File: src/hw/rtl/adaptive_threshold_step_detector_defines.svh
// Assertion macros shared by the step detector RTL.
`ifndef ADAPTIVE_THRESHOLD_STEP_DETECTOR_DEFINES_SVH
`define ADAPTIVE_THRESHOLD_STEP_DETECTOR_DEFINES_SVH

// Same-cycle implication, checked outside reset.
`define ATSD_ASSERT_IMPL(lbl, ck, rs, cond, prop) \
  lbl: assert property (@(posedge ck) disable iff (rs) (cond) |-> (prop)) \
    else $error("atsd assertion failed");

// Next-cycle implication, checked outside reset.
`define ATSD_ASSERT_NEXT(lbl, ck, rs, cond, prop) \
  lbl: assert property (@(posedge ck) disable iff (rs) (cond) |=> (prop)) \
    else $error("atsd assertion failed");

`endif

File: src/hw/rtl/atsd_pkg.sv
`default_nettype none

package atsd_pkg;

  localparam int SAMPLE_BITS   = 13;
  localparam int COUNT_BITS    = 8;
  localparam int THR_BITS      = 12;
  localparam int STEP_OUT_BITS = 8;
  localparam int ADJ_BITS      = 8;
  localparam int DATA_BITS     = 32;
  localparam int ADDR_BITS     = 5;
  localparam int IDX_BITS      = 3;
  // Common width for comparing deltas against thresholds.
  localparam int CMP_BITS = ((SAMPLE_BITS > THR_BITS) ? SAMPLE_BITS : THR_BITS) + 1;

  localparam logic [THR_BITS-1:0] X_THR_RESET     = THR_BITS'(35);
  localparam logic [THR_BITS-1:0] YZ_MIN_RESET    = THR_BITS'(175);
  localparam logic [THR_BITS-1:0] YZ_MAX_RESET    = THR_BITS'(195);
  localparam logic [THR_BITS-1:0] YZ_START_RESET  = THR_BITS'(185);
  localparam logic [ADJ_BITS-1:0] ADJ_STEP_RESET  = ADJ_BITS'(2);
  localparam logic [THR_BITS-1:0] MARGIN_RESET    = THR_BITS'(200);

  typedef enum logic [IDX_BITS-1:0] {
    REG_SESSION   = 3'd0,
    REG_X_THR     = 3'd1,
    REG_YZ_MIN    = 3'd2,
    REG_YZ_MAX    = 3'd3,
    REG_YZ_START  = 3'd4,
    REG_ADJ_STEP  = 3'd5,
    REG_MARGIN    = 3'd6
  } reg_idx_t;

  typedef struct packed {
    logic [THR_BITS-1:0] thr_min;
    logic [THR_BITS-1:0] thr_max;
    logic [ADJ_BITS-1:0] adjust_step;
    logic [THR_BITS-1:0] margin;
  } adapt_cfg_t;

  // Absolute difference of the two sample magnitudes. The most negative
  // sample has magnitude 2^(SAMPLE_BITS-1), which still fits unsigned.
  function automatic logic [SAMPLE_BITS-1:0] axis_delta(
    input logic signed [SAMPLE_BITS-1:0] cur,
    input logic signed [SAMPLE_BITS-1:0] prev
  );
    logic [SAMPLE_BITS-1:0] mc;
    logic [SAMPLE_BITS-1:0] mp;
    mc = cur[SAMPLE_BITS-1] ? (~cur + 1'b1) : cur;
    mp = prev[SAMPLE_BITS-1] ? (~prev + 1'b1) : prev;
    return (mc >= mp) ? (mc - mp) : (mp - mc);
  endfunction

endpackage

`default_nettype wire

File: src/hw/rtl/atsd_adapt.sv
`default_nettype none

// Qualifies one adaptive axis and computes its raised threshold.
module atsd_adapt (
  input  wire logic signed [atsd_pkg::SAMPLE_BITS-1:0] cur,
  input  wire logic signed [atsd_pkg::SAMPLE_BITS-1:0] prev,
  input  wire logic [atsd_pkg::THR_BITS-1:0]           thr,
  input  wire atsd_pkg::adapt_cfg_t                    cfg,
  output logic                                         hit,
  output logic [atsd_pkg::THR_BITS-1:0]                thr_next
);

  logic [atsd_pkg::SAMPLE_BITS-1:0] delta;
  logic [atsd_pkg::CMP_BITS-1:0]    d_ext;
  logic [atsd_pkg::CMP_BITS-1:0]    t_ext;
  logic [atsd_pkg::CMP_BITS-1:0]    excess;
  logic                             raise;
  logic [atsd_pkg::THR_BITS-1:0]    clamped;
  logic [atsd_pkg::THR_BITS:0]      sum;
  logic [atsd_pkg::THR_BITS-1:0]    raised;

  assign delta  = atsd_pkg::axis_delta(cur, prev);
  assign d_ext  = atsd_pkg::CMP_BITS'(delta);
  assign t_ext  = atsd_pkg::CMP_BITS'(thr);
  assign hit    = d_ext >= t_ext;
  assign excess = d_ext - t_ext;
  assign raise  = hit && (excess > atsd_pkg::CMP_BITS'(cfg.margin));

  // With inverted bounds, thr above the maximum gets it, tested first.
  always_comb begin
    if (thr > cfg.thr_max) begin
      clamped = cfg.thr_max;
    end else if (thr < cfg.thr_min) begin
      clamped = cfg.thr_min;
    end else begin
      clamped = thr;
    end
  end

  assign sum = {1'b0, clamped} + (atsd_pkg::THR_BITS + 1)'(cfg.adjust_step);

  always_comb begin
    if (clamped < cfg.thr_max) begin
      raised = (sum > {1'b0, cfg.thr_max}) ? cfg.thr_max : sum[atsd_pkg::THR_BITS-1:0];
    end else begin
      raised = clamped;
    end
  end

  assign thr_next = raise ? raised : thr;

endmodule

`default_nettype wire

File: src/hw/rtl/adaptive_threshold_step_detector.sv
// Adaptive threshold step detector.
// Input channel: one accelerometer sample (accel_x/y/z) and a clear_count
// flag per transfer, taken when in_valid is high and in_stall is low.
// Output channel: one result per sample (step_detected, step_count and the
// current Y and Z thresholds), taken when out_valid is high and out_stall low.
// A sample lands in an input register; the delta, compare and clamp logic
// then loads the result register from it once that register is free or its
// result is taken. One sample per cycle is sustained while out_stall is low.
// When out_stall holds the result, the input register still takes one more
// sample; in_stall rises only once both registers are full.
// Reset (rst, synchronous) empties both registers, zeroes the previous
// sample and the step count, loads the thresholds with 185 and restores the
// register defaults. The user writes registers over the APB port only while the
// block is idle; the block does not enforce it. yz_threshold_start is not used.
`default_nettype none

module adaptive_threshold_step_detector (
  input  wire logic                                    clk,
  input  wire logic                                    rst,
  // Sample channel
  input  wire logic                                    in_valid,
  output logic                                         in_stall,
  input  wire logic signed [atsd_pkg::SAMPLE_BITS-1:0] accel_x,
  input  wire logic signed [atsd_pkg::SAMPLE_BITS-1:0] accel_y,
  input  wire logic signed [atsd_pkg::SAMPLE_BITS-1:0] accel_z,
  input  wire logic                                    clear_count,
  // Result channel
  output logic                                         out_valid,
  input  wire logic                                    out_stall,
  output logic                                         step_detected,
  output logic [atsd_pkg::STEP_OUT_BITS-1:0]           step_count,
  output logic [atsd_pkg::THR_BITS-1:0]                y_threshold_now,
  output logic [atsd_pkg::THR_BITS-1:0]                z_threshold_now,
  // Register port
  input  wire logic                                    psel,
  input  wire logic                                    penable,
  input  wire logic                                    pwrite,
  input  wire logic [atsd_pkg::ADDR_BITS-1:0]          paddr,
  input  wire logic [atsd_pkg::DATA_BITS-1:0]          pwdata,
  output logic [atsd_pkg::DATA_BITS-1:0]               prdata,
  output logic                                         pready
);

  `include "adaptive_threshold_step_detector_defines.svh"

  // Configuration registers
  logic                              session_enabled;
  logic [atsd_pkg::THR_BITS-1:0]     x_threshold;
  logic [atsd_pkg::THR_BITS-1:0]     yz_threshold_min;
  logic [atsd_pkg::THR_BITS-1:0]     yz_threshold_max;
  logic [atsd_pkg::THR_BITS-1:0]     yz_threshold_start;
  logic [atsd_pkg::ADJ_BITS-1:0]     adjust_step;
  logic [atsd_pkg::THR_BITS-1:0]     overshoot_margin;
  logic                              cfg_write;
  logic [atsd_pkg::IDX_BITS-1:0]     reg_idx;

  // Input register
  logic                              in_full;
  logic signed [atsd_pkg::SAMPLE_BITS-1:0] ax;
  logic signed [atsd_pkg::SAMPLE_BITS-1:0] ay;
  logic signed [atsd_pkg::SAMPLE_BITS-1:0] az;
  logic                              clr;

  // Detector state
  logic signed [atsd_pkg::SAMPLE_BITS-1:0] prev_x;
  logic signed [atsd_pkg::SAMPLE_BITS-1:0] prev_y;
  logic signed [atsd_pkg::SAMPLE_BITS-1:0] prev_z;
  logic [atsd_pkg::THR_BITS-1:0]     y_threshold;
  logic [atsd_pkg::THR_BITS-1:0]     z_threshold;
  logic [atsd_pkg::COUNT_BITS-1:0]   steps;

  // Per-sample logic
  logic                              accept;
  logic                              advance;
  atsd_pkg::adapt_cfg_t              adapt_cfg;
  logic [atsd_pkg::SAMPLE_BITS-1:0]  x_delta;
  logic                              x_hit;
  logic                              y_hit;
  logic                              z_hit;
  logic [atsd_pkg::THR_BITS-1:0]     y_thr_new;
  logic [atsd_pkg::THR_BITS-1:0]     z_thr_new;
  logic [atsd_pkg::THR_BITS-1:0]     y_threshold_next;
  logic [atsd_pkg::THR_BITS-1:0]     z_threshold_next;
  logic                              step_hit;
  logic [atsd_pkg::COUNT_BITS-1:0]   steps_base;
  logic [atsd_pkg::COUNT_BITS-1:0]   steps_next;

  // ---------------------------------------------------------------------
  // Register port
  // ---------------------------------------------------------------------
  assign pready    = 1'b1;
  assign cfg_write = psel && penable && pwrite && pready;
  assign reg_idx   = paddr[atsd_pkg::IDX_BITS+1:2];

  always_ff @(posedge clk) begin
    if (rst) begin
      session_enabled    <= 1'b0;
      x_threshold        <= atsd_pkg::X_THR_RESET;
      yz_threshold_min   <= atsd_pkg::YZ_MIN_RESET;
      yz_threshold_max   <= atsd_pkg::YZ_MAX_RESET;
      yz_threshold_start <= atsd_pkg::YZ_START_RESET;
      adjust_step        <= atsd_pkg::ADJ_STEP_RESET;
      overshoot_margin   <= atsd_pkg::MARGIN_RESET;
    end else if (cfg_write) begin
      case (reg_idx)
        atsd_pkg::REG_SESSION:  session_enabled    <= pwdata[0];
        atsd_pkg::REG_X_THR:    x_threshold        <= pwdata[atsd_pkg::THR_BITS-1:0];
        atsd_pkg::REG_YZ_MIN:   yz_threshold_min   <= pwdata[atsd_pkg::THR_BITS-1:0];
        atsd_pkg::REG_YZ_MAX:   yz_threshold_max   <= pwdata[atsd_pkg::THR_BITS-1:0];
        atsd_pkg::REG_YZ_START: yz_threshold_start <= pwdata[atsd_pkg::THR_BITS-1:0];
        atsd_pkg::REG_ADJ_STEP: adjust_step        <= pwdata[atsd_pkg::ADJ_BITS-1:0];
        atsd_pkg::REG_MARGIN:   overshoot_margin   <= pwdata[atsd_pkg::THR_BITS-1:0];
        default: ;
      endcase
    end
  end

  always_comb begin
    case (reg_idx)
      atsd_pkg::REG_SESSION:  prdata = atsd_pkg::DATA_BITS'(session_enabled);
      atsd_pkg::REG_X_THR:    prdata = atsd_pkg::DATA_BITS'(x_threshold);
      atsd_pkg::REG_YZ_MIN:   prdata = atsd_pkg::DATA_BITS'(yz_threshold_min);
      atsd_pkg::REG_YZ_MAX:   prdata = atsd_pkg::DATA_BITS'(yz_threshold_max);
      atsd_pkg::REG_YZ_START: prdata = atsd_pkg::DATA_BITS'(yz_threshold_start);
      atsd_pkg::REG_ADJ_STEP: prdata = atsd_pkg::DATA_BITS'(adjust_step);
      atsd_pkg::REG_MARGIN:   prdata = atsd_pkg::DATA_BITS'(overshoot_margin);
      default:                prdata = '0;
    endcase
  end

  // ---------------------------------------------------------------------
  // Handshake
  // ---------------------------------------------------------------------
  assign advance  = in_full && (!out_valid || !out_stall);
  assign in_stall = in_full && !advance;
  assign accept   = in_valid && !in_stall;

  always_ff @(posedge clk) begin
    if (rst) begin
      in_full   <= 1'b0;
      out_valid <= 1'b0;
    end else begin
      in_full <= accept || (in_full && !advance);
      if (advance) begin
        out_valid <= 1'b1;
      end else if (!out_stall) begin
        out_valid <= 1'b0;
      end
    end
  end

  always_ff @(posedge clk) begin
    if (accept) begin
      ax  <= accel_x;
      ay  <= accel_y;
      az  <= accel_z;
      clr <= clear_count;
    end
  end

  // ---------------------------------------------------------------------
  // Detection
  // ---------------------------------------------------------------------
  assign adapt_cfg.thr_min     = yz_threshold_min;
  assign adapt_cfg.thr_max     = yz_threshold_max;
  assign adapt_cfg.adjust_step = adjust_step;
  assign adapt_cfg.margin      = overshoot_margin;

  assign x_delta = atsd_pkg::axis_delta(ax, prev_x);
  assign x_hit   = atsd_pkg::CMP_BITS'(x_delta) >= atsd_pkg::CMP_BITS'(x_threshold);

  atsd_adapt u_adapt_y (
    .cur      (ay),
    .prev     (prev_y),
    .thr      (y_threshold),
    .cfg      (adapt_cfg),
    .hit      (y_hit),
    .thr_next (y_thr_new)
  );

  atsd_adapt u_adapt_z (
    .cur      (az),
    .prev     (prev_z),
    .thr      (z_threshold),
    .cfg      (adapt_cfg),
    .hit      (z_hit),
    .thr_next (z_thr_new)
  );

  // Outside a session the thresholds stay and no step counts, but the
  // clear flag still acts on the count.
  assign y_threshold_next = session_enabled ? y_thr_new : y_threshold;
  assign z_threshold_next = session_enabled ? z_thr_new : z_threshold;
  assign step_hit         = session_enabled && x_hit && (y_hit || z_hit);
  assign steps_base       = clr ? '0 : steps;
  assign steps_next       = steps_base + atsd_pkg::COUNT_BITS'(step_hit);

  always_ff @(posedge clk) begin
    if (rst) begin
      prev_x      <= '0;
      prev_y      <= '0;
      prev_z      <= '0;
      y_threshold <= atsd_pkg::YZ_START_RESET;
      z_threshold <= atsd_pkg::YZ_START_RESET;
      steps       <= '0;
    end else if (advance) begin
      prev_x      <= ax;
      prev_y      <= ay;
      prev_z      <= az;
      y_threshold <= y_threshold_next;
      z_threshold <= z_threshold_next;
      steps       <= steps_next;
    end
  end

  always_ff @(posedge clk) begin
    if (advance) begin
      step_detected   <= step_hit;
      step_count      <= steps_next[atsd_pkg::STEP_OUT_BITS-1:0];
      y_threshold_now <= y_threshold_next;
      z_threshold_now <= z_threshold_next;
    end
  end

  // ---------------------------------------------------------------------
  // Assertions
  // ---------------------------------------------------------------------
  `ATSD_ASSERT_NEXT(a_in_hold, clk, rst, in_full && !advance, in_full)
  `ATSD_ASSERT_NEXT(a_thr_idle, clk, rst, advance && !session_enabled,
                    $stable(y_threshold) && $stable(z_threshold))
  `ATSD_ASSERT_NEXT(a_cnt_hold, clk, rst, !advance, $stable(steps))
  `ATSD_ASSERT_IMPL(a_hit_sess, clk, rst, step_hit, session_enabled)
  `ATSD_ASSERT_NEXT(a_hit_out, clk, rst, advance && step_hit, out_valid && step_detected)

endmodule

`default_nettype wire
File: config.mk
export PLATFORM = sky130hd
export DESIGN_NAME = adaptive_threshold_step_detector
export DESIGN_NICKNAME = d
export VERILOG_FILES = /design/src/hw/rtl/atsd_pkg.sv /design/src/hw/rtl/atsd_adapt.sv /design/src/hw/rtl/adaptive_threshold_step_detector.sv
export VERILOG_INCLUDE_DIRS = /design/src /design/src/hw/rtl
export SDC_FILE = /design/constraint.sdc
export NUM_CORES = 1
export LEC_CHECK = 0
export BUFFER_PORTS_ARGS = -buffer_cell sky130_fd_sc_hd__buf_2
export CAP_MARGIN = 20
export CORE_AREA = 2 2 253 255
export DETAILED_ROUTE_END_ITERATION = 6
export DIE_AREA = 0 0 255 257
export GPL_TIMING_DRIVEN = 0
export PLACE_DENSITY_LB_ADDON = 0.1
export SETUP_SLACK_MARGIN = 0.2
export SYNTH_ARGS = -nofsm -noshare
export SYNTH_HDL_FRONTEND = slang
export SYNTH_SLANG_ARGS = --single-unit
File: constraint.sdc
create_clock -name clk -period 8 [get_ports clk]
set_clock_uncertainty 0.05 [all_clocks]
set_input_delay 1.2 -clock clk [delete_from_list [all_inputs] [get_ports clk]]
set_output_delay 1.2 -clock clk [all_outputs]
set_load 0.05 [all_outputs]
==> metrics.md <==
| Metric | Value |
|---|---|
| GP Congestion | `0.916` |
| Post-Route WL | `69800 um` |
| Post-route cell area | `23200 um^2` |
| # port buffers | `107` |
| Area of the mapped netlist | `19400 um^2` |
| Non-filler cells, final | `3486` |
| Clock tree root driver cell | `clkbuf_16` |
| Inst Count DP | `3363` |
| Seq cells post-synth | `215` |
| DRT antenna net count | `0` |
| Slew @ Worst Pin | `1.05 ns` |
| Ys async rst share | `0` |
| First-pass detailed-route iteration total | `5` |
| Startpoint types | `register` |
| Sum of net half-perimeters after detailed placement | `55800 um` |
| DRC Markers | `0` |
| Worst Slack Setup Final | `0.373 ns` |
| RSZ-0062 raised after global routing | `yes` |
| Die H | `257 um` |
| Most frequent cell after synthesis | `nand2_1` |
| Power share of the clock group | `0.277` |
| DR iter-0 viols | `1306` |
| Sequential share of the synthesized area | `0.260` |
| Maxcap violations | `0` |
| Largest net degree at the start of global routing | `32` |
| Mapped Cells | `2389` |
| CP Class | `reg2reg` |
| Switching power | `1.87 mW` |
| Arrival @ worst endpoint | `7.90 ns` |
| Ys Warns | `0` |
| Critical path's largest stage delay | `0.54 ns` |
| Endpoints failing setup | `0` |
| Setup crit end kind | `register` |
| # rows | `92` |
| Congestion Overflow GR | `0` |
| Sinks on Clock Net | `215` |
| Leak pwr | `9.71 nW` |
| First-pass GRT wire length | `104000 um` |
| WL per Instance | `20.0 um` |
| Cell Pwr Density | `205 nW/um^2` |
| Final worst-path cycle share | `0.953` |
| Seq pwr share | `0.251` |
| Sw Share | `0.392` |
| H-tree levels | `1` |
| Final min period | `7.63 ns` |
| Initial antenna violation count | `3` |
| Top_reg_cell synth | `dfxtp_1` |
| Int Pwr | `2.90 mW` |
| Share of cells above drive strength 1 | `0.157` |
| Vias in the first global route | `17500` |
| Status | `completed` |
| Clk_lat worst skew | `0.59 ns` |
| Via-to-Cell Ratio | `5.17` |
| Worst-path fanout max | `6` |
| Synth top area share | `0.162` |
| Max Freq | `131 MHz` |
| Core Util, Final | `0.370` |
| Pre-CTS setup slack | `-1.17 ns` |
| Final slew viol count | `0` |
| GRT Total Usage | `0.207` |
| Full die area | `65500 um^2` |
| Hold crit path type | `reg2reg` |
| Core Box Area | `62700 um^2` |
| Hold_ws | `0.404 ns` |
| Total CTS buffers | `30` |
| Cell mode on critical path | `ha_1` |
| Area contributors post-synth | `ha_1, dfxtp_1, edfxtp_1, nand2_1, a21oi_1` |
| Buf/Inv on CP | `3` |
| Final #Nets | `2960` |
| Synth Area per Inst | `8.11 um^2` |
| Logic pwr share | `0.472` |
| Max-slew headroom | `0.298` |
| # IOs | `152` |
| Critical path required time | `8.27 ns` |
| Area grow syn2layout | `19.8%` |
| Via count | `18000` |
| Maximum vdd drop | `153 uV` |
| Longest Clk Path Bufs | `3` |
| Fill cells | `6559` |
| Delay-heaviest family, CP | `compound AO/OA/AOI/OAI gates` |
| Register clock-pin slew on the reported worst setup and hold paths | `0.06 ns` |
| Cell taking the most area after synthesis | `ha_1` |
| CTS tree | `built` |
| Unique masters post-synth | `84` |
| Final hold violations | `0` |
| Commonest cells in the netlist | `nand2_1, ha_1, a21oi_1` |
| Slowest cell on the critical path | `or4_4` |
| DIE WIDTH | `255 um` |
| Starting Density | `0.309` |
| Post-placement cell area | `21100 um^2` |
| Post-synth EDFFs | `73` |
final timing paths:
path	slack, ns	from	to	cells past startpoint
max reg2reg	0.37	prev_z[4]	z_threshold_now[7]	33
min	0.40	yz_threshold_start[6]	yz_threshold_start[6]	2
min reg2reg	0.40	yz_threshold_start[6]	yz_threshold_start[6]	2
max	0.37	prev_z[4]	z_threshold_now[7]	33
state kept, by name (all words and copies together) (netlist names), 8 cells and up:
register,flops
ay,13
z_threshold_now,12
step_count,8
overshoot_margin,12
ax,13
y_threshold_now,12
prev_z,13
z_threshold,12
steps,8
y_threshold,12
prev_x,13
adjust_step,8
yz_threshold_max,12
yz_threshold_start,12
x_threshold,12
yz_threshold_min,12
az,13
prev_y,13
power by group through the flow:
| stage | Clock (mW) | Combinational, mW | Sequential (mW) |
|---|---|---|---|
| 6_report | 1.32 | 2.25 | 1.20 |
| 5_1_grt | 1.39 | 2.50 | 1.20 |
| 4_1_cts | 1.35 | 2.06 | 1.20 |
| 3_5_place_dp | 0 | 1.99 | 1.22 |
| 3_3_place_gp | 0 | 1.96 | 1.22 |
| 2_1_floorplan | 0 | 1.49 | 1.23 |
metal layers:
layer	vias up	wire [um]	track usage
li1	8964	-	-
met1	8558	31600	0.272
met2	394	33200	0.349
met3	88	2840	0.0261
met4	4	2080	0.0656
met5	-	26	0
repair_timing:
action                     4_1_cts  5_1_grt
setup endpoints to repair       64       59
gates resized for setup         44      123
gates cloned                     0        2
setup buffers                   21       43
pin swaps                       11       48
hold buffers                     0        0
area by class of cell:
type,count,area [um^2],share of cell area
diodes,1,2.50,0.000108
plain buffers,111,597,0.0257
clock buffers,41,812,0.0350
clock inverters,15,171,0.00739
inverters,187,736,0.0317
multi-input cells,1895,13700,0.589
flip-flops and latches,215,5050,0.218
well taps,846,1060,0.0456
repair buffers,175,1100,0.0476
cell usage in the layout, fill, tap and decap left out, types with 10 or more instances in the layout:
cell type | Yosys | final
nand2_1 | 340 | 334
clkbuf_1 | 70 | 67
a211oi_1 | 23 | 20
dfxtp_1 | 142 | 132
o21a_1 | 28 | 28
fa_1 | 10 | 10
buf_4 | 21 | 84
mux2i_1 | 58 | 54
nor3_1 | 31 | 30
or3_1 | 21 | 18
conb_1 | 2 | 21
nor2b_1 | 37 | 36
a211o_1 | 12 | 12
a21o_1 | 64 | 64
a31oi_1 | 18 | 15
nand4_1 | 32 | 32
o21ai_0 | 130 | 115
o21ai_1 | 6 | 14
nand2b_1 | 28 | 28
a221oi_1 | 18 | 15
and3_1 | 11 | 11
ha_1 | 251 | 247
a21oi_2 | 4 | 12
clkinvlp_4 | 0 | 11
mux2_2 | 30 | 22
clkbuf_16 | 0 | 31
nand3_1 | 39 | 38
o211ai_1 | 28 | 28
a21oi_1 | 236 | 227
xor2_1 | 38 | 35
o31ai_1 | 19 | 17
edfxtp_1 | 73 | 73
xnor2_1 | 92 | 88
nor2_1 | 120 | 118
inv_1 | 186 | 175
buf_2 | 11 | 112
stage by stage:
step	TNS [ns]	total power [mW]
6_report	0	4.76
3_5_place_dp	-34.11	3.21
5_1_grt	0	5.09
2_1_floorplan	0	2.72
3_3_place_gp	-32.15	3.18
4_1_cts	0	4.61
cells by family (layout without fill, tap and decap cells):
family	Yosys count	after routing	share of synthesized area
simple gates	711	711	0.170
compound gates	684	684	0.227
buf+inv	298	529	0.0634
fa+ha+maj	261	261	0.172
flops	215	215	0.260
xor+xnor	130	130	0.0588
mux	88	88	0.0474
other cells	2	22	0.000388
worst min-delay path, stage by stage (launching register included):
cell,delay (ns)
dfxtp_1,0.31
nand2_1,0.05
a21oi_1,0.05
Power figures use the tool's default switching activity.
